## config.mk

```make
export PLATFORM = sky130hd
export DESIGN_NAME = c_source_token_lexer
export DESIGN_NICKNAME = d
export VERILOG_FILES = /design/src/hw/rtl/cstl_pkg.sv /design/src/hw/rtl/cstl_text_ram.sv /design/src/hw/rtl/c_source_token_lexer.sv
export VERILOG_INCLUDE_DIRS = /design/src /design/src/hw/rtl
export SDC_FILE = /design/constraint.sdc
export NUM_CORES = 1
export LEC_CHECK = 0
export BUFFER_PORTS_ARGS = -buffer_cell sky130_fd_sc_hd__buf_2
export CORE_MARGIN = 10
export CORE_UTILIZATION = 55
export CTS_BUF_LIST = sky130_fd_sc_hd__clkbuf_8
export CTS_CLUSTER_DIAMETER = 60
export DETAILED_ROUTE_END_ITERATION = 8
export PLACE_DENSITY = 0.8
export SYNTH_ARGS = -nofsm -noshare
export SYNTH_HDL_FRONTEND = slang
export SYNTH_SLANG_ARGS = --single-unit
```

## constraint.sdc

```tcl
create_clock -name i_clk -period 4.8 [get_ports i_clk]
set_input_delay 0.24 -clock i_clk [delete_from_list [all_inputs] [get_ports i_clk]]
set_output_delay 0.24 -clock i_clk [all_outputs]
set_load 0.1 [all_outputs]
```

## src/hw/rtl/c_source_token_lexer_defines.svh

```systemverilog
// Assertion macros for the C source token lexer.
`ifndef C_SOURCE_TOKEN_LEXER_DEFINES_SVH
`define C_SOURCE_TOKEN_LEXER_DEFINES_SVH
`ifndef NO_ASSERTIONS
`define CSTL_ASSERT_IMP(label, clk, rst_n, a, c) \
    label: assert property (@(posedge clk) disable iff (!rst_n) (a) |-> (c)) \
        else $error("assertion failed");
`define CSTL_ASSERT_NXT(label, clk, rst_n, a, c) \
    label: assert property (@(posedge clk) disable iff (!rst_n) (a) |=> (c)) \
        else $error("assertion failed");
`else
`define CSTL_ASSERT_IMP(label, clk, rst_n, a, c)
`define CSTL_ASSERT_NXT(label, clk, rst_n, a, c)
`endif
`endif

```

## src/hw/rtl/cstl_pkg.sv

```systemverilog
// ----------------------------------------------------------------------------
// cstl_pkg
// Shared types and constants of the C source token lexer.
// ----------------------------------------------------------------------------
package cstl_pkg;
    localparam int unsigned TokenBytesDef = 63;

    typedef enum logic [3:0] {
        K_END = 4'd0, K_TEXT = 4'd1, K_PRE = 4'd2, K_HDR = 4'd3, K_KEY = 4'd4,
        K_NUM = 4'd5, K_STR = 4'd6, K_LINE = 4'd7, K_BLOCK = 4'd8, K_CHR = 4'd9
    } t_kind;

    localparam logic [2:0] P_NONE = 3'd0;
    localparam logic [2:0] P_DATA = 3'd1;
    localparam logic [2:0] P_OTHER = 3'd2;
    localparam logic [2:0] P_SYS = 3'd3;
    localparam logic [2:0] P_USER = 3'd4;

    // Keyword signature: length and up to 8 bytes packed little first.
    localparam int unsigned NumKw = 32;
    localparam logic [63:0] KwText [NumKw] = '{
        64'h0074736e6f63, 64'h656c6974616c6f76, 64'h6e7265747865, 64'h6f747561,
        64'h7265747369676572, 64'h636974617473, 64'h64656e676973,
        64'h64656e6769736e75, 64'h74726f6873, 64'h676e6f6c, 64'h656c62756f64,
        64'h72616863, 64'h746e69, 64'h74616f6c66, 64'h746375727473,
        64'h6e6f696e75, 64'h6d756e65, 64'h64696f76, 64'h66656465707974,
        64'h6f746f67, 64'h6e7275746572, 64'h65756e69746e6f63, 64'h6b61657262,
        64'h6669, 64'h65736c65, 64'h726f66, 64'h656c696877, 64'h6f64,
        64'h686374697773, 64'h65736163, 64'h746c7561666564, 64'h666f657a6973
    };
    localparam logic [3:0] KwLen [NumKw] = '{
        4'd5, 4'd8, 4'd6, 4'd4, 4'd8, 4'd6, 4'd6, 4'd8, 4'd5, 4'd4, 4'd6,
        4'd4, 4'd3, 4'd5, 4'd6, 4'd5, 4'd4, 4'd4, 4'd7, 4'd4, 4'd6, 4'd8,
        4'd5, 4'd2, 4'd4, 4'd3, 4'd5, 4'd2, 4'd6, 4'd4, 4'd7, 4'd6
    };
    localparam int unsigned NumKwData = 19;

    function automatic logic [2:0] kw_class(input logic [63:0] txt,
                                            input logic [5:0] len);
        logic [2:0] p;
        p = P_NONE;
        for (int i = NumKw - 1; i >= 0; i--) begin
            if ({2'b00, KwLen[i]} == len && KwText[i] == txt) begin
                p = (i < NumKwData) ? P_DATA : P_OTHER;
            end
        end
        return p;
    endfunction

    function automatic logic is_letter(input logic [7:0] b);
        return (b >= 8'h61 && b <= 8'h7a) || (b >= 8'h41 && b <= 8'h5a) || b == 8'h5f;
    endfunction

    function automatic logic is_digit(input logic [7:0] b);
        return b >= 8'h30 && b <= 8'h39;
    endfunction

    function automatic logic is_num_stop(input logic [7:0] b);
        return b inside {8'h09, 8'h20, 8'h3b, 8'h0a, 8'h2f, 8'h2b, 8'h2a, 8'h2d,
                         8'h25, 8'h3d, 8'h3c, 8'h3e, 8'h7e, 8'h26, 8'h2c, 8'h21,
                         8'h5e, 8'h7c, 8'h28, 8'h29, 8'h7b, 8'h5b, 8'h3a};
    endfunction
endpackage

```

## src/hw/rtl/cstl_text_ram.sv

```systemverilog
// ----------------------------------------------------------------------------
// cstl_text_ram
// Token byte buffer: one write port, one registered read port.
// ----------------------------------------------------------------------------
module cstl_text_ram #(
    parameter int unsigned DEPTH = 63,
    parameter int unsigned AW = 6
) (
    input  logic          i_clk,
    input  logic          i_we,
    input  logic [AW-1:0] i_waddr,
    input  logic [7:0]    i_wdata,
    input  logic [AW-1:0] i_raddr,
    output logic [7:0]    o_rdata
);
    logic [7:0] r_mem [DEPTH];

    always_ff @(posedge i_clk) begin
        if (i_we) begin
            r_mem[i_waddr] <= i_wdata;
        end
        o_rdata <= r_mem[i_raddr];
    end
endmodule

```

## src/hw/rtl/c_source_token_lexer.sv

```systemverilog
// ----------------------------------------------------------------------------
// c_source_token_lexer
// Sorts C source bytes into tokens and emits each token byte by byte.
// ----------------------------------------------------------------------------
// Input channel: i_valid / o_stall with i_src_byte and i_end_of_input.
// Output channel: o_valid / i_stall with one token byte per item, tagged with
// kind, property, length and a last flag; an empty token gives one item with
// o_byte_valid low.
// A byte that extends a token is taken without holding the input. A byte that
// closes a token holds the input while the token drains from the buffer
// memory: each byte is read through the registered read port of the buffer
// memory and then loaded into the output register.
// A closing byte that belongs to the next token is seen again in the cycle
// after the drain ends, and a slash followed by another byte stores the pair
// in the PH_SLASH and PH_PUT2 phases.
// Keyword matching uses a copy of the first eight token bytes and is
// combinational.
// Reset returns the lexer to idle with an empty buffer. When the receiver
// stalls, the output item holds and the drain pauses.
// ----------------------------------------------------------------------------
`include "c_source_token_lexer_defines.svh"
module c_source_token_lexer #(
    parameter int unsigned TOKEN_BYTES = cstl_pkg::TokenBytesDef
) (
    input  logic       i_clk,
    input  logic       i_rst_n,
    input  logic       i_valid,
    output logic       o_stall,
    input  logic [7:0] i_src_byte,
    input  logic       i_end_of_input,
    output logic       o_valid,
    input  logic       i_stall,
    output logic [3:0] o_token_kind,
    output logic [2:0] o_token_property,
    output logic [7:0] o_text_byte,
    output logic       o_byte_valid,
    output logic [5:0] o_token_length,
    output logic       o_last_of_token
);
    import cstl_pkg::*;
    localparam int unsigned AW = $clog2(TOKEN_BYTES);

    typedef enum logic [3:0] {
        M_IDLE, M_PRE, M_HDR, M_WORD, M_NUM, M_STR, M_LINE, M_BLOCK, M_CHR
    } t_mode;

    typedef enum logic [2:0] {
        PH_ACCEPT, PH_RETRY, PH_SLASH, PH_PUT2, PH_DRAIN
    } t_phase;

    t_mode       r_mode, n_mode;
    t_phase      r_ph, r_after, ph_after;
    logic [5:0]  r_cnt, n_cnt, cnt_w;
    logic        r_slash, n_slash, r_esc, n_esc, r_star, n_star;
    logic [63:0] r_head, n_head;
    logic [7:0]  r_b;
    logic [3:0]  r_dkind, gkind;
    logic [2:0]  r_dprop, gprop;
    logic [5:0]  r_dlen, r_didx;
    logic        r_rdv;

    logic [7:0]  src, wbyte, rdata;
    logic        step, put, we, go;
    logic        accept, out_free, ld_empty, ld_byte, d_last;

    assign out_free = !o_valid || !i_stall;
    assign o_stall  = (r_ph != PH_ACCEPT);
    assign accept   = i_valid && !o_stall;
    assign step     = (accept && !i_end_of_input) || (r_ph == PH_RETRY);
    assign src      = (r_ph == PH_RETRY) ? r_b : i_src_byte;
    assign ld_empty = (r_ph == PH_DRAIN) && !r_rdv && (r_dlen == 6'd0);
    assign ld_byte  = (r_ph == PH_DRAIN) && r_rdv;
    assign d_last   = ld_empty || (r_didx + 6'd1 == r_dlen);

    cstl_text_ram #(.DEPTH(TOKEN_BYTES), .AW(AW)) u_ram (
        .i_clk(i_clk), .i_we(we), .i_waddr(r_cnt[AW-1:0]), .i_wdata(wbyte),
        .i_raddr(r_didx[AW-1:0]), .o_rdata(rdata)
    );

    always_comb begin
        n_mode = r_mode; n_slash = r_slash; n_esc = r_esc; n_star = r_star;
        put = 1'b0; wbyte = src; go = 1'b0; gkind = K_END; gprop = P_NONE;
        ph_after = PH_ACCEPT;
        if (r_ph == PH_SLASH) begin
            put = 1'b1; wbyte = 8'h2f; ph_after = PH_PUT2;
        end else if (r_ph == PH_PUT2) begin
            put = 1'b1; wbyte = r_b;
        end else if (accept && i_end_of_input) begin
            put = r_slash; wbyte = 8'h2f; go = 1'b1; gkind = K_END;
            n_mode = M_IDLE; n_slash = 1'b0; n_esc = 1'b0; n_star = 1'b0;
        end else if (step) begin
            case (r_mode)
            M_IDLE: begin
                if (r_slash) begin
                    n_slash = 1'b0; ph_after = PH_SLASH;
                    if (src == 8'h2a || src == 8'h2f) begin
                        go = (r_cnt != 6'd0); gkind = K_TEXT;
                        n_mode = (src == 8'h2a) ? M_BLOCK : M_LINE; n_star = 1'b0;
                    end
                end else if (src == 8'h2f) begin
                    n_slash = 1'b1;
                end else if (src == 8'h27 || src == 8'h23 || src == 8'h22 ||
                             is_letter(src)) begin
                    if (r_cnt != 6'd0) begin
                        go = 1'b1; gkind = K_TEXT; ph_after = PH_RETRY;
                    end else begin
                        n_mode = (src == 8'h27) ? M_CHR : (src == 8'h23) ? M_PRE :
                                 (src == 8'h22) ? M_STR : M_WORD;
                        n_esc = 1'b0; put = 1'b1;
                    end
                end else begin
                    if (is_digit(src) && r_cnt == 6'd0) n_mode = M_NUM;
                    put = 1'b1;
                end
            end
            M_PRE: begin
                if (src == 8'h0a || src == 8'h3c || src == 8'h22) begin
                    go = 1'b1; gkind = K_PRE;
                    n_mode = (src == 8'h0a) ? M_IDLE : M_HDR;
                    ph_after = (src == 8'h3c) ? PH_ACCEPT : PH_RETRY;
                end else put = 1'b1;
            end
            M_HDR: begin
                if (src == 8'h3e) begin
                    go = 1'b1; gkind = K_HDR; gprop = P_SYS; n_mode = M_IDLE;
                end else begin
                    put = 1'b1;
                    if (src == 8'h22 && r_cnt != 6'd0) begin
                        go = 1'b1; gkind = K_HDR; gprop = P_USER; n_mode = M_IDLE;
                    end
                end
            end
            M_WORD: begin
                if (is_letter(src) || is_digit(src)) put = 1'b1;
                else begin
                    go = 1'b1; n_mode = M_IDLE; ph_after = PH_RETRY;
                    gprop = (r_cnt <= 6'd8) ? kw_class(r_head, r_cnt) : P_NONE;
                    gkind = (gprop != P_NONE) ? K_KEY : K_TEXT;
                end
            end
            M_NUM: begin
                if (is_num_stop(src)) begin
                    go = 1'b1; gkind = K_NUM; n_mode = M_IDLE; ph_after = PH_RETRY;
                end else put = 1'b1;
            end
            M_STR, M_CHR: begin
                put = 1'b1;
                if (r_esc) n_esc = 1'b0;
                else if (src == 8'h5c) n_esc = 1'b1;
                else if (src == ((r_mode == M_STR) ? 8'h22 : 8'h27)) begin
                    go = 1'b1; n_mode = M_IDLE;
                    gkind = (r_mode == M_STR) ? K_STR : K_CHR;
                end
            end
            M_LINE: begin
                put = 1'b1;
                if (src == 8'h0a) begin
                    go = 1'b1; gkind = K_LINE; n_mode = M_IDLE;
                end
            end
            M_BLOCK: begin
                put = 1'b1;
                if (src == 8'h2f && r_star) begin
                    go = 1'b1; gkind = K_BLOCK; n_mode = M_IDLE; n_star = 1'b0;
                end else n_star = (src == 8'h2a);
            end
            default: ;
            endcase
        end
        we = put && (r_cnt < 6'(TOKEN_BYTES));
        cnt_w = r_cnt + {5'd0, we};
        n_cnt = go ? 6'd0 : cnt_w;
        n_head = r_head;
        if (we && r_cnt < 6'd8) n_head[{r_cnt[2:0], 3'b000} +: 8] = wbyte;
        if (go) n_head = '0;
    end

    always_ff @(posedge i_clk) begin
        if (!i_rst_n) begin
            r_ph <= PH_ACCEPT; r_after <= PH_ACCEPT; r_mode <= M_IDLE; r_cnt <= '0;
            r_slash <= 1'b0; r_esc <= 1'b0; r_star <= 1'b0; r_head <= '0;
            r_b <= '0; r_dkind <= '0; r_dprop <= '0; r_dlen <= '0; r_didx <= '0;
            r_rdv <= 1'b0;
            o_valid <= 1'b0; o_token_kind <= '0; o_token_property <= '0;
            o_text_byte <= '0; o_byte_valid <= 1'b0; o_token_length <= '0;
            o_last_of_token <= 1'b0;
        end else begin
            r_mode <= n_mode; r_cnt <= n_cnt; r_slash <= n_slash;
            r_esc <= n_esc; r_star <= n_star; r_head <= n_head;
            if (step) r_b <= src;
            if (r_ph == PH_DRAIN) begin
                if (ld_byte || ld_empty) begin
                    if (out_free) begin
                        r_rdv <= 1'b0;
                        r_didx <= r_didx + 6'd1;
                        if (d_last) r_ph <= r_after;
                    end
                end else begin
                    r_rdv <= 1'b1;
                end
            end else if (go) begin
                r_ph <= PH_DRAIN; r_after <= ph_after;
                r_dkind <= gkind; r_dprop <= gprop; r_dlen <= cnt_w;
                r_didx <= '0; r_rdv <= 1'b0;
            end else begin
                r_ph <= ph_after;
            end
            if (out_free) begin
                o_valid <= ld_byte || ld_empty;
                if (ld_byte || ld_empty) begin
                    o_token_kind <= r_dkind; o_token_property <= r_dprop;
                    o_text_byte <= ld_byte ? rdata : 8'd0;
                    o_byte_valid <= ld_byte;
                    o_token_length <= r_dlen;
                    o_last_of_token <= d_last;
                end
            end
        end
    end

    `CSTL_ASSERT_IMP(a_no_accept_busy, i_clk, i_rst_n, r_ph != PH_ACCEPT, !accept)
    `CSTL_ASSERT_NXT(a_cnt_bound, i_clk, i_rst_n, 1'b1, r_cnt <= 6'(TOKEN_BYTES))
    `CSTL_ASSERT_IMP(a_empty_last, i_clk, i_rst_n, o_valid && !o_byte_valid,
                     o_last_of_token && o_token_length == 6'd0)
    `CSTL_ASSERT_NXT(a_out_hold, i_clk, i_rst_n, o_valid && i_stall,
                     o_valid && $stable(o_text_byte))
endmodule
```

Word-level counts from Yosys, hierarchy flattened
Memories as Yosys holds them, arrays and structs flattened. A register that Yosys moved wholly into a read port is not among the register bits.
Index checks and enable logic that the tools add are counted.
- add/sub/neg operators: 3
- $lt $le $gt $ge: 9
- eq/ne operators: 104
- shift operators: 2
- multiplexer cells: 181
- bitwise logic cells: 4
- reduce and logical (&&, ||, !) cells: 89
- operators by type and width (operator ; count):
    31-bit by 64-bit == test with 1-bit output (first input constant) ; 8
    47-bit by 64-bit == test with 1-bit output (first input constant) ; 8
    39-bit by 64-bit == test with 1-bit output (first input constant) ; 6
    63-bit by 64-bit == test with 1-bit output (first input constant) ; 4
    3-bit 2-to-1 mux ; 57
    8-bit by 6-bit == test with 1-bit output (second input constant) ; 19
    15-bit by 64-bit == test with 1-bit output (first input constant) ; 2
    23-bit by 64-bit == test with 1-bit output (first input constant) ; 2
    55-bit by 64-bit == test with 1-bit output (first input constant) ; 2
    4-bit 2-to-1 mux ; 29
    1-bit 2-to-1 mux ; 67
    64-bit bitwise mux ; 1
    4-bit one-hot mux with 8 select lines ; 2
    8-bit by 8-bit variable shift with 64-bit output (first input constant) ; 1
    8-bit by 8-bit indexed part select with 64-bit output ; 1
    8-bit by 7-bit == test with 1-bit output (second input constant) ; 7
    1-bit logical AND ; 46
    3-bit != test (second input constant) ; 15
    8-bit 2-to-1 mux ; 5
    3-bit by 6-bit == test with 1-bit output (first input constant) ; 4
    6-bit 2-to-1 mux ; 4
    23-bit nonzero test ; 1
    2-bit 2-to-1 mux ; 10
    17-bit AND reduction ; 1
    47 further kinds ; 90
- register bits after elaboration: 135
- bits in writable memories: 504
- input port bits: 13
- output and inout port bits: 25
- word-level logic and storage cells: 414
- memories: 1
- memory list (name ; words ; width ; rd ports ; clocked after Yosys merged registers in ; write ports ; line ; text):
    u_ram.r_mem ; 63 ; 8 ; 1 ; 1 ; 1 ; cstl_text_ram.sv:16 ; logic [7:0] r_mem [DEPTH];

Logic depth before layout (Yosys ltp)
Gate-level depths: netlist (run 1).
- depth after elaboration: 49
- depth in mapped cells: 16
- mapped depth without buffers: 14

Modules after synthesis
A second synthesis (run 1) with hierarchy kept.
- cell total of the unflattened synthesis: 2050
- area, all modules: 28474.8 µm²
- modules (own cells, without submodules) (module ; instances ; cells an instance ; area an instance (µm²) ; sequential area each (µm²)):
    cstl_text_ram ; 1 ; 951 ; 19844.0 ; 15294.7
    c_source_token_lexer ; 1 ; 1099 ; 8630.8 ; 2682.6

Least setup slack after synthesis (run 1)
No wires, ideal clock.
- kind: flip-flop to flip-flop
- start: register r_ph[0]
- end: memory u_ram.r_mem[5][0], enable pin
- library setup time: 0.395 ns
- data arrival time: 3.272 ns
- data required time: 4.405 ns
- setup slack: 1.133 ns
- stages on the path, launching flop included: 12
- path buffers: 1
- period minus slack after synthesis: 3.667 ns
- path through: dfxtp_1 -> buf_4 -> nor3b_2 -> mux2i_1 -> nor2_1 -> a2bb2oi_1 -> o21a_1 -> or3_1 -> o21ai_4 -> inv_2 -> nand2_1 -> nor4_1
- cells in the longest elaborated chain, start to end: 18
- elaborated cells on any way between the ends: 70
- classes of those cells: order compare: 6; eq/ne: 30; mux: 15; reduce/logical: 19
- ends and longest elaborated chain (what ; line ; text):
    start: declaration ; c_source_token_lexer.sv:52 ; t_phase r_ph, r_after, ph_after;
    start signal: assignment ; c_source_token_lexer.sv:196 ; if (d_last) r_ph <= r_after;
    start signal: assignment ; c_source_token_lexer.sv:206 ; r_ph <= ph_after;
    3-bit by 1-bit == test with 1-bit output ; c_source_token_lexer.sv:69, c_source_token_lexer.sv:70 ;
    8-bit 2-to-1 mux ; c_source_token_lexer.sv:70 ; assign src = (r_ph == PH_RETRY) ? r_b : i_src_byte;
    8-bit by 7-bit >= comparator with 1-bit output / 8-bit by 7-bit less-or-equal comparator with 1-bit output (equally long branches) ; cstl_pkg.sv:51 ; return (b >= 8'h61 && b <= 8'h7a) || (b >= 8'h41 && b <= 8'h5a) || b == 8'h5f;
    1-bit logical AND ; cstl_pkg.sv:51 ;
    1-bit logical OR (2 in a row) ; cstl_pkg.sv:51 ;
    1-bit logical OR ; c_source_token_lexer.sv:102 ; end else if (src == 8'h27 || src == 8'h23 || src == 8'h22 ||
    1-bit 2-to-1 mux ; c_source_token_lexer.sv:102 ;
    1-bit 2-to-1 mux ; c_source_token_lexer.sv:100 ; end else if (src == 8'h2f) begin
    1-bit 2-to-1 mux ; c_source_token_lexer.sv:94 ; if (r_slash) begin
    1-bit one-hot mux with 6 select lines ; c_source_token_lexer.sv:92 ; case (r_mode)
    1-bit 2-to-1 mux ; c_source_token_lexer.sv:91 ; end else if (step) begin
    1-bit 2-to-1 mux ; c_source_token_lexer.sv:88 ; end else if (accept && i_end_of_input) begin
    1-bit 2-to-1 mux ; c_source_token_lexer.sv:86 ; end else if (r_ph == PH_PUT2) begin
    1-bit 2-to-1 mux * ; c_source_token_lexer.sv:84 ; if (r_ph == PH_SLASH) begin
    1-bit logical AND * ; c_source_token_lexer.sv:170 ; we = put && (r_cnt < 6'(TOKEN_BYTES));
    1-bit 2-to-1 mux * ; cstl_text_ram.sv:19 ; if (i_we) begin
    1-bit 2-to-1 mux (implied by the code) * ; cstl_text_ram.sv:20 ; r_mem[i_waddr] <= i_wdata;
    end: declaration ; cstl_text_ram.sv:16 ;
Mark *: on every way between the ends. The rest lies on a longest branch, timed or not.

Worst setup path after layout (run 1)
- start: register r_ph[2]
- end: memory u_ram.r_mem[40][4], enable pin
The elaborated chain is that of the path after synthesis.

==> summary.txt, run 1 <==
Logic synthesis
  • Warnings from Yosys: 0
  • Area leader, netlist: edfxtp_1
  • Net Count, Synth: 1,963
  • Synth area leaders: edfxtp_1, mux4_2, dfxtp_1, mux2i_1, nand2_1
  • Gate Count Post-Synth: 1,942
  • Average instance area after synthesis: ~15 µm²
  • Most used flip-flop cell after synthesis: edfxtp_1
  • Number of flops mapped to enable cells by yosys: 504
  • Register bit count reported by yosys: 646
  • Yosys top cell area share: 0.532
  • Sequential share of the synthesized area: 0.632
  • Syn Std Cell Area: approximately 28,000 µm²
  • Synth cell types: 86
  • Asr flop ratio synth: 0

Global routing
  • Vias in the first global route: 18,424
  • Met1 global-route usage: 0.332
  • First-pass GRT wire length: 115,000 µm
  • Busiest grt layer: met2
  • Met3 Use GR: 0.0592
  • Overall Global Routing Usage: 0.249
  • Largest net degree at the start of global routing: 87
  • Initial antenna violation count: 5
  • Total grt overflow: 0
  • Met2 Use GR: 0.395

Setup path
  • Reg-to-reg endpoint: u_ram.r_mem[40][4]
  • Crit path kind: register to register
  • Critical-path maximum fanout: 19
  • Critical Path RT: just over 5 ns
  • Setup crit start kind: register
  • Crit path DAT: ~5.0 ns
  • Reg-to-reg critical path startpoint: r_ph[2]
  • Reg2reg path depth: 9
  • CP Capture Type: register
  • Register-to-Register Setup Slack: 0.16 ns

Finish
  • Commonest non-fill, non-tap cell in the layout: edfxtp_1
  • Layout cells sized above 1: 0.220
  • Final core occ: 0.618
  • Final Cell Area: 31,700 µm²
  • Most frequent cells in the layout: edfxtp_1, nand2_1, mux4_2
  • Final #Nets: 2,065
  • Fillers: roughly 3,600
  • Area Overhead vs Synth: 11.4%

Worst hold path
  • Cells on Worst Hold Path: 3
  • HP Class: primary input to register
  • HP Start: i_src_byte[1]
  • WHS Endpoint: r_b[1]

STA
  • Final Setup Violations: 0
  • Unrepaired setup endpoints after global routing: true
  • Layout Skew: 0.0604 ns
  • Min Tclk post-route: 4.64 ns
  • Fin. Hold Viols: 0
  • Fmax: 215 MHz
  • Worst-Margin Slew: 1.31 ns
  • Max-slew headroom: 0.122
  • Period utilization: 0.967
  • Final worst slack: 0.158 ns
  • Max Slew Vio Count: 0
  • Smallest hold slack: 0.0620 ns

Clock tree
  • Worst-Skew Late Latency: approximately 0.74 ns
  • Worst-path clk slew: 0.06 ns
  • Root Driver: clkbuf_8
  • Clock Path Buffers: 3
  • H-tree levels: 3
  • CTS tree: yes
  • Postcts setup bufs: 0
  • Clk sinks: 646
  • Num CTS Buffers: between 90 and 100

Run
  • Max-Cap Viols: 0

Pwr
  • Clock Power Share: 0.391
  • Max VDD drop: 185 µV
  • Comb pwr share: 0.071
  • Internal Pwr Total: just under 0.009 W
  • Sw Share: 0.242
  • Power density cells: approximately 360 nW/µm²
  • Psw: 0.00276 W
  • Leakage: 10.3 nW
  • Sequential share of power: 0.538

Die
  • CORE AREA: 51,300 µm²
  • Die extent in y: ~250 µm
  • Die area: 61,200 µm²
  • Row count: 83
  • Initial Util: 0.554
  • I/O pin count: 38
  • Die W: 247 µm

Detailed routing
  • Final WL: 75,900 µm
  • Drt first pass iters: 8
  • Drt wl/cell: 27.0 µm
  • Post-DR vias/cell: around 6.6
  • Initial DRC count: 2,329
  • Drt drc: 0
  • Post-route ant nets: 0
  • Routed via count: between 15,000 and 20,000

Placed design
  • IO Port Bufs: 37
  • Pre-CTS setup slack: 0.261 ns
  • GP Congestion: 0.953
  • DP HPWL: 50,200 µm
  • Post-DP Area: about 30,000 µm²

Run status
  • Status: finished, final reports clean
[synthesized netlist by cell type, drive strengths merged, types with 14 or more instances]
| library cell | n |
|---|---|
| edfxtp | 504 |
| and3 | 15 |
| nand2b | 14 |
| clkbuf | 80 |
| nor2b | 29 |
| nand2 | 209 |
| nor4bb | 20 |
| nor4 | 57 |
| mux4 | 159 |
| o21ai | 30 |
| nand4 | 40 |
| nor3 | 53 |
| a21oi | 42 |
| mux2i | 98 |
| nand3 | 56 |
| dfxtp | 142 |
| nor2 | 111 |
| and2 | 18 |
| buf | 46 |
[flip-flops by register name, indices dropped and copies added (netlist names), 2 cells and up]
name              flops
r_ph                  3
r_dkind               4
o_token_length        6
r_b                   8
o_token_kind          4
o_text_byte           8
r_after               2
u_ram.r_mem         504
r_dlen                6
r_cnt                 6
r_head               64
r_dprop               3
u_ram.o_rdata         8
o_token_property      3
r_mode                4
r_didx                6
[kinds of logic after synthesis]
logic type,share of synthesized area
multiplexers,0.162
XOR/XNOR,0.00523
buffers and inverters,0.0214
adder cells (fa/ha/maj),0.00352
AO/OA/AOI/OAI,0.0443
AND/OR/NAND/NOR,0.132
flip-flops,0.632
[per-stage QoR]
step	cells	TNS, ns	power [W]
global placement	2617	0	0.00704
CTS	2807	0	0.0115
detailed placement	2617	0	0.00706
finish	2811	0	0.0114
floorplan	1942	0	0.00678
global route	2808	-0.793	0.0118
[power by group through the flow]
stage,Clock [W],Combinational (W),Sequential [W]
final,0.00446,0.000815,0.00615
after global routing,0.00475,0.000858,0.00615
after CTS,0.00451,0.000805,0.00615
after detailed placement,0,0.000796,0.00626
after global placement,0,0.000779,0.00626
after floorplan,0,0.000545,0.00624
[per-layer routing]
layer | routed length [µm] | vias up
met5 | 126 | -
met2 | 36800 | 1133
met3 | 8200 | 113
met4 | 1740 | 4
li1 | - | 7914
met1 | 29000 | 9296
[timing repair]
action | in CTS | in global routing
hold endpoints to repair | 20 | 0
setup endpoints to repair | 0 | 26
gates resized for setup | 0 | 2
hold buffers | 7 | 0
[layout make-up]
class                   instances  area, µm²  share of cell area
flip-flops and latches        646      18000               0.568
multi-input cells            1160       9910               0.313
clock buffers                 109       1500              0.0473
repair buffers                128        936              0.0295
well taps                     680        851              0.0269
clock inverters                74        455              0.0144
inverters                      10       37.5             0.00118
diodes                          4       10.0            0.000316
[critical path, cell delays in order (launching register included)]
cell,delay [ns]
dfxtp_1,0.53
or3b_1,0.71
mux2_2,0.47
a21oi_1,0.27
nand3_1,0.30
o32ai_4,0.22
o21ai_4,0.12
inv_2,0.21
nand3_1,0.61
nor2_1,0.82
[how the worst max path moves through the flow]
stage                        from                 end  slack [ns]  depth (start not counted)
after floorplan           r_ph[0]   u_ram.r_mem[5][0]        1.13                         11
after global placement    r_ph[2]  u_ram.r_mem[23][0]        0.44                         13
after detailed placement  r_ph[2]  u_ram.r_mem[32][7]        0.26                          9
after CTS                 r_ph[0]  u_ram.r_mem[40][4]        0.27                          9
after global routing      r_ph[0]  u_ram.r_mem[40][4]       -0.06                         10
final                     r_ph[2]  u_ram.r_mem[40][4]        0.16                          9
Power figures use the tool's default switching activity.
==> inputs of run 2 (changes only) <==
--- a/config.mk
+++ b/config.mk
@@ -12,7 +12,7 @@
 export CTS_BUF_LIST = sky130_fd_sc_hd__clkbuf_8
 export CTS_CLUSTER_DIAMETER = 60
 export DETAILED_ROUTE_END_ITERATION = 8
-export PLACE_DENSITY = 0.8
+export PLACE_DENSITY = 0.77
 export SYNTH_ARGS = -nofsm -noshare
 export SYNTH_HDL_FRONTEND = slang
 export SYNTH_SLANG_ARGS = --single-unit
==> constraint.sdc (replaced) <==
create_clock -name i_clk -period 4.8 [get_ports i_clk]
set_input_delay 0.96 -clock i_clk [delete_from_list [all_inputs] [get_ports i_clk]]
set_output_delay 0.96 -clock i_clk [all_outputs]
set_load 0.1 [all_outputs]
==> run 2 against run 1 <==
  * Via count decreased by 0.80%
  * Count of clock-buffer cells in the layout increased by 6
  * Clock power about the same
  * Sequential cell count unchanged
  * Critical path type unchanged
==> summary.txt, run 2 (synthesized netlist as in run 1, its figures left out) <==
Run status
  • Status: finished, final reports clean (unchanged)

Global routing
  • Largest net degree at the start of global routing: 70 (was 87)
  • Initial antenna violation count: 1 (was 5)
  • First-pass GRT wire length: 114,000 µm (was 115,000 µm)
  • Met2 Use GR: 0.388 (was 0.395)
  • Busiest grt layer: met2 (unchanged)
  • Met1 global-route usage: 0.352 (was 0.332)
  • Overall Global Routing Usage: 0.247 (was 0.249)
  • Total grt overflow: 0 (unchanged)
  • Vias in the first global route: 18,053 (was 18,424)
  • Met3 Use GR: 0.0396 (was 0.0592)

Detailed routing
  • Drt wl/cell: 26.7 µm (was 27.0 µm)
  • Post-DR vias/cell: 6.46 (was 6.57)
  • Post-route ant nets: 0 (unchanged)
  • Drt drc: 0 (unchanged)
  • Final WL: 75,700 µm (was 75,900 µm)
  • Drt first pass iters: 5 (was 8)
  • Initial DRC count: 2,263 (was 2,329)
  • Routed via count: 18,312 (was 18,460)

Pwr
  • Leakage: 10.5 nW (was 10.3 nW)
  • Power density cells: 358 nW/µm² (was 361 nW/µm²)
  • Sequential share of power: 0.538 (about the same)
  • Max VDD drop: 207 µV (was 185 µV)
  • Clock Power Share: 0.391 (about the same)
  • Internal Pwr Total: 0.00869 W (was 0.00866 W)
  • Comb pwr share: 0.071 (about the same)
  • Psw: 0.00271 W (was 0.00276 W)
  • Sw Share: 0.238 (was 0.242)

Finish
  • Most frequent cells in the layout: edfxtp_1, nand2_1, mux4_2 (unchanged)
  • Commonest non-fill, non-tap cell in the layout: edfxtp_1 (unchanged)
  • Area Overhead vs Synth: 12.0% (was 11.4%)
  • Layout cells sized above 1: 0.230 (was 0.220)
  • Fillers: 3,707 (was 3,609)
  • Max reg flops: 504 (unchanged)
  • Top flop regs: u_ram.r_mem x504, r_head x64 (unchanged)
  • Reg with most FFs: u_ram.r_mem (unchanged)
  • Finished Layout Cells: 2,834 (was 2,811)
  • Final #Nets: 2,091 (was 2,065)
  • Final Cell Area: 31,900 µm² (was 31,700 µm²)

Die
  • Die extent in y: 247 µm (unchanged)
  • Row count: 83 (unchanged)
  • Die area: 61,200 µm² (unchanged)
  • I/O pin count: 38 (unchanged)
  • Die W: 247 µm (unchanged)
  • Initial Util: 0.554 (unchanged)
  • CORE AREA: 51,300 µm² (unchanged)

Setup path
  • Critical Path RT: 5.09 ns (was 5.13 ns)
  • Reg2reg path depth: 10 (was 9)
  • Crit path kind: register to register (unchanged)
  • Register-to-Register Setup Slack: 0.26 ns (was 0.16 ns)
  • Reg-to-reg endpoint: u_ram.r_mem[19][7] (was u_ram.r_mem[40][4])
  • CP Capture Type: register (unchanged)
  • Setup crit start kind: register (unchanged)
  • Reg-to-reg critical path startpoint: r_ph[0] (was r_ph[2])
  • Crit path DAT: 4.83 ns (was 4.97 ns)
  • Critical-path maximum fanout: 20 (was 19)

STA
  • Max-slew headroom: 0.176 (was 0.122)
  • Setup TNS Final: 0 ns (unchanged)
  • Max Slew Vio Count: 0 (unchanged)
  • Period utilization: 0.945 (was 0.967)
  • Min Tclk post-route: 4.54 ns (was 4.64 ns)
  • Final Setup Violations: 0 (unchanged)
  • Worst-Margin Slew: 1.23 ns (was 1.31 ns)
  • Smallest hold slack: 0.443 ns (was 0.0620 ns)
  • Layout Skew: 0.0612 ns (was 0.0604 ns)
  • Fin. Hold Viols: 0 (unchanged)
  • Fmax: 220 MHz (was 215 MHz)
  • Unrepaired setup endpoints after global routing: false (was true)

Placed design
  • Post-DP Area: 29,900 µm² (was 29,600 µm²)
  • Placed Cells: 2,647 (was 2,617)
  • IO Port Bufs: 37 (unchanged)
  • DP HPWL: 50,900 µm (was 50,200 µm)
  • GP Congestion: 0.960 (was 0.953)

Clock tree
  • CTS tree: yes (unchanged)
  • Root Driver: clkbuf_8 (unchanged)
  • Postcts setup bufs: 0 (unchanged)
  • Post-cts sizing count: 0 (unchanged)
  • Post-CTS Hold Buffers: 0 (was 7)
  • Worst-path clk slew: 0.06 ns (about the same)
  • Clk sinks: 646 (unchanged)
  • Clock Path Buffers: 3 (unchanged)
  • H-tree levels: 3 (unchanged)
  • Worst-Skew Late Latency: 0.74 ns (about the same)
  • Num CTS Buffers: 100 (was 98)

Worst hold path
  • Cells on Worst Hold Path: 1 (was 3)
  • HP Start: u_ram.o_rdata[2] (was i_src_byte[1])
  • WHS Endpoint: o_text_byte[2] (was r_b[1])
  • HP Class: register to register (was primary input to register)

Run
  • Max-Cap Viols: 0 (unchanged)
## run 2: cell types whose count changed in the layout (fill, tap and decap cells not counted), moves of 4 or more
cell,previous run,this run
buf_4,80,111
clkbuf_8,109,115
clkinv_2,17,11
clkinvlp_4,6,2
dlygate4sd3_1,7,0
inv_1,38,48
## run 2: worst max-delay path by stage
stage | from | end | slack [ns] | depth (start not counted)
after CTS | r_ph[0] | r_head[29] | 0.33 | 10
final | r_ph[0] | u_ram.r_mem[19][7] | 0.26 | 10
after global routing | r_ph[0] | u_ram.r_mem[23][2] | 0.01 | 10
after global placement | r_ph[2] | r_head[2] | 0.42 | 10
after floorplan | i_src_byte[4] | u_ram.r_mem[5][0] | 0.63 | 11
after detailed placement | i_src_byte[5] | u_ram.r_mem[23][3] | 0.26 | 9
## run 2: final cells by class
cell class	count	area, µm²	area share
multi-input combinational	1161	9930	0.312
inverter	10	37.5	0.00118
sequential	646	18000	0.565
tap	680	851	0.0267
antenna	1	2.50	0.0000786
clock buffer	115	1580	0.0497
clock inverter	70	387	0.0121
timing repair buffer	151	1080	0.0339
## run 2: critical path, stage by stage (launching register included)
cell and delay [ns]:
dfxtp_1 0.53, or3b_1 0.76, a221oi_1 0.41, a311oi_1 0.12
a31oi_1 0.33, nand3_1 0.27, o32ai_4 0.21, o21ai_4 0.12
inv_2 0.20, nand2_1 0.15, nor3_1 1.00
## run 2: layer usage
metal / part of all wire / routed length [µm]
met4: 0.021 / 1550
met1: 0.41 / 31300
met2: 0.48 / 36000
met3: 0.091 / 6880
met5: 0 / 0
## run 2: power by group through the flow
stage | logic, W | registers, W | clock network (W)
detailed placement | 0.000798 | 0.00626 | 0
global route | 0.000856 | 0.00614 | 0.00477
floorplan | 0.000545 | 0.00624 | 0
global placement | 0.000782 | 0.00625 | 0
CTS | 0.000800 | 0.00614 | 0.00452
finish | 0.000806 | 0.00614 | 0.00446
## run 2: metrics by stage
stage                     total power, W  setup WS (ns)  utilization
final                             0.0114          0.263        0.621
after global routing              0.0118         0.0126        0.621
after CTS                         0.0115          0.326        0.621
after detailed placement         0.00706          0.262        0.582
after global placement           0.00704          0.416        0.582
after floorplan                  0.00678          0.633            -
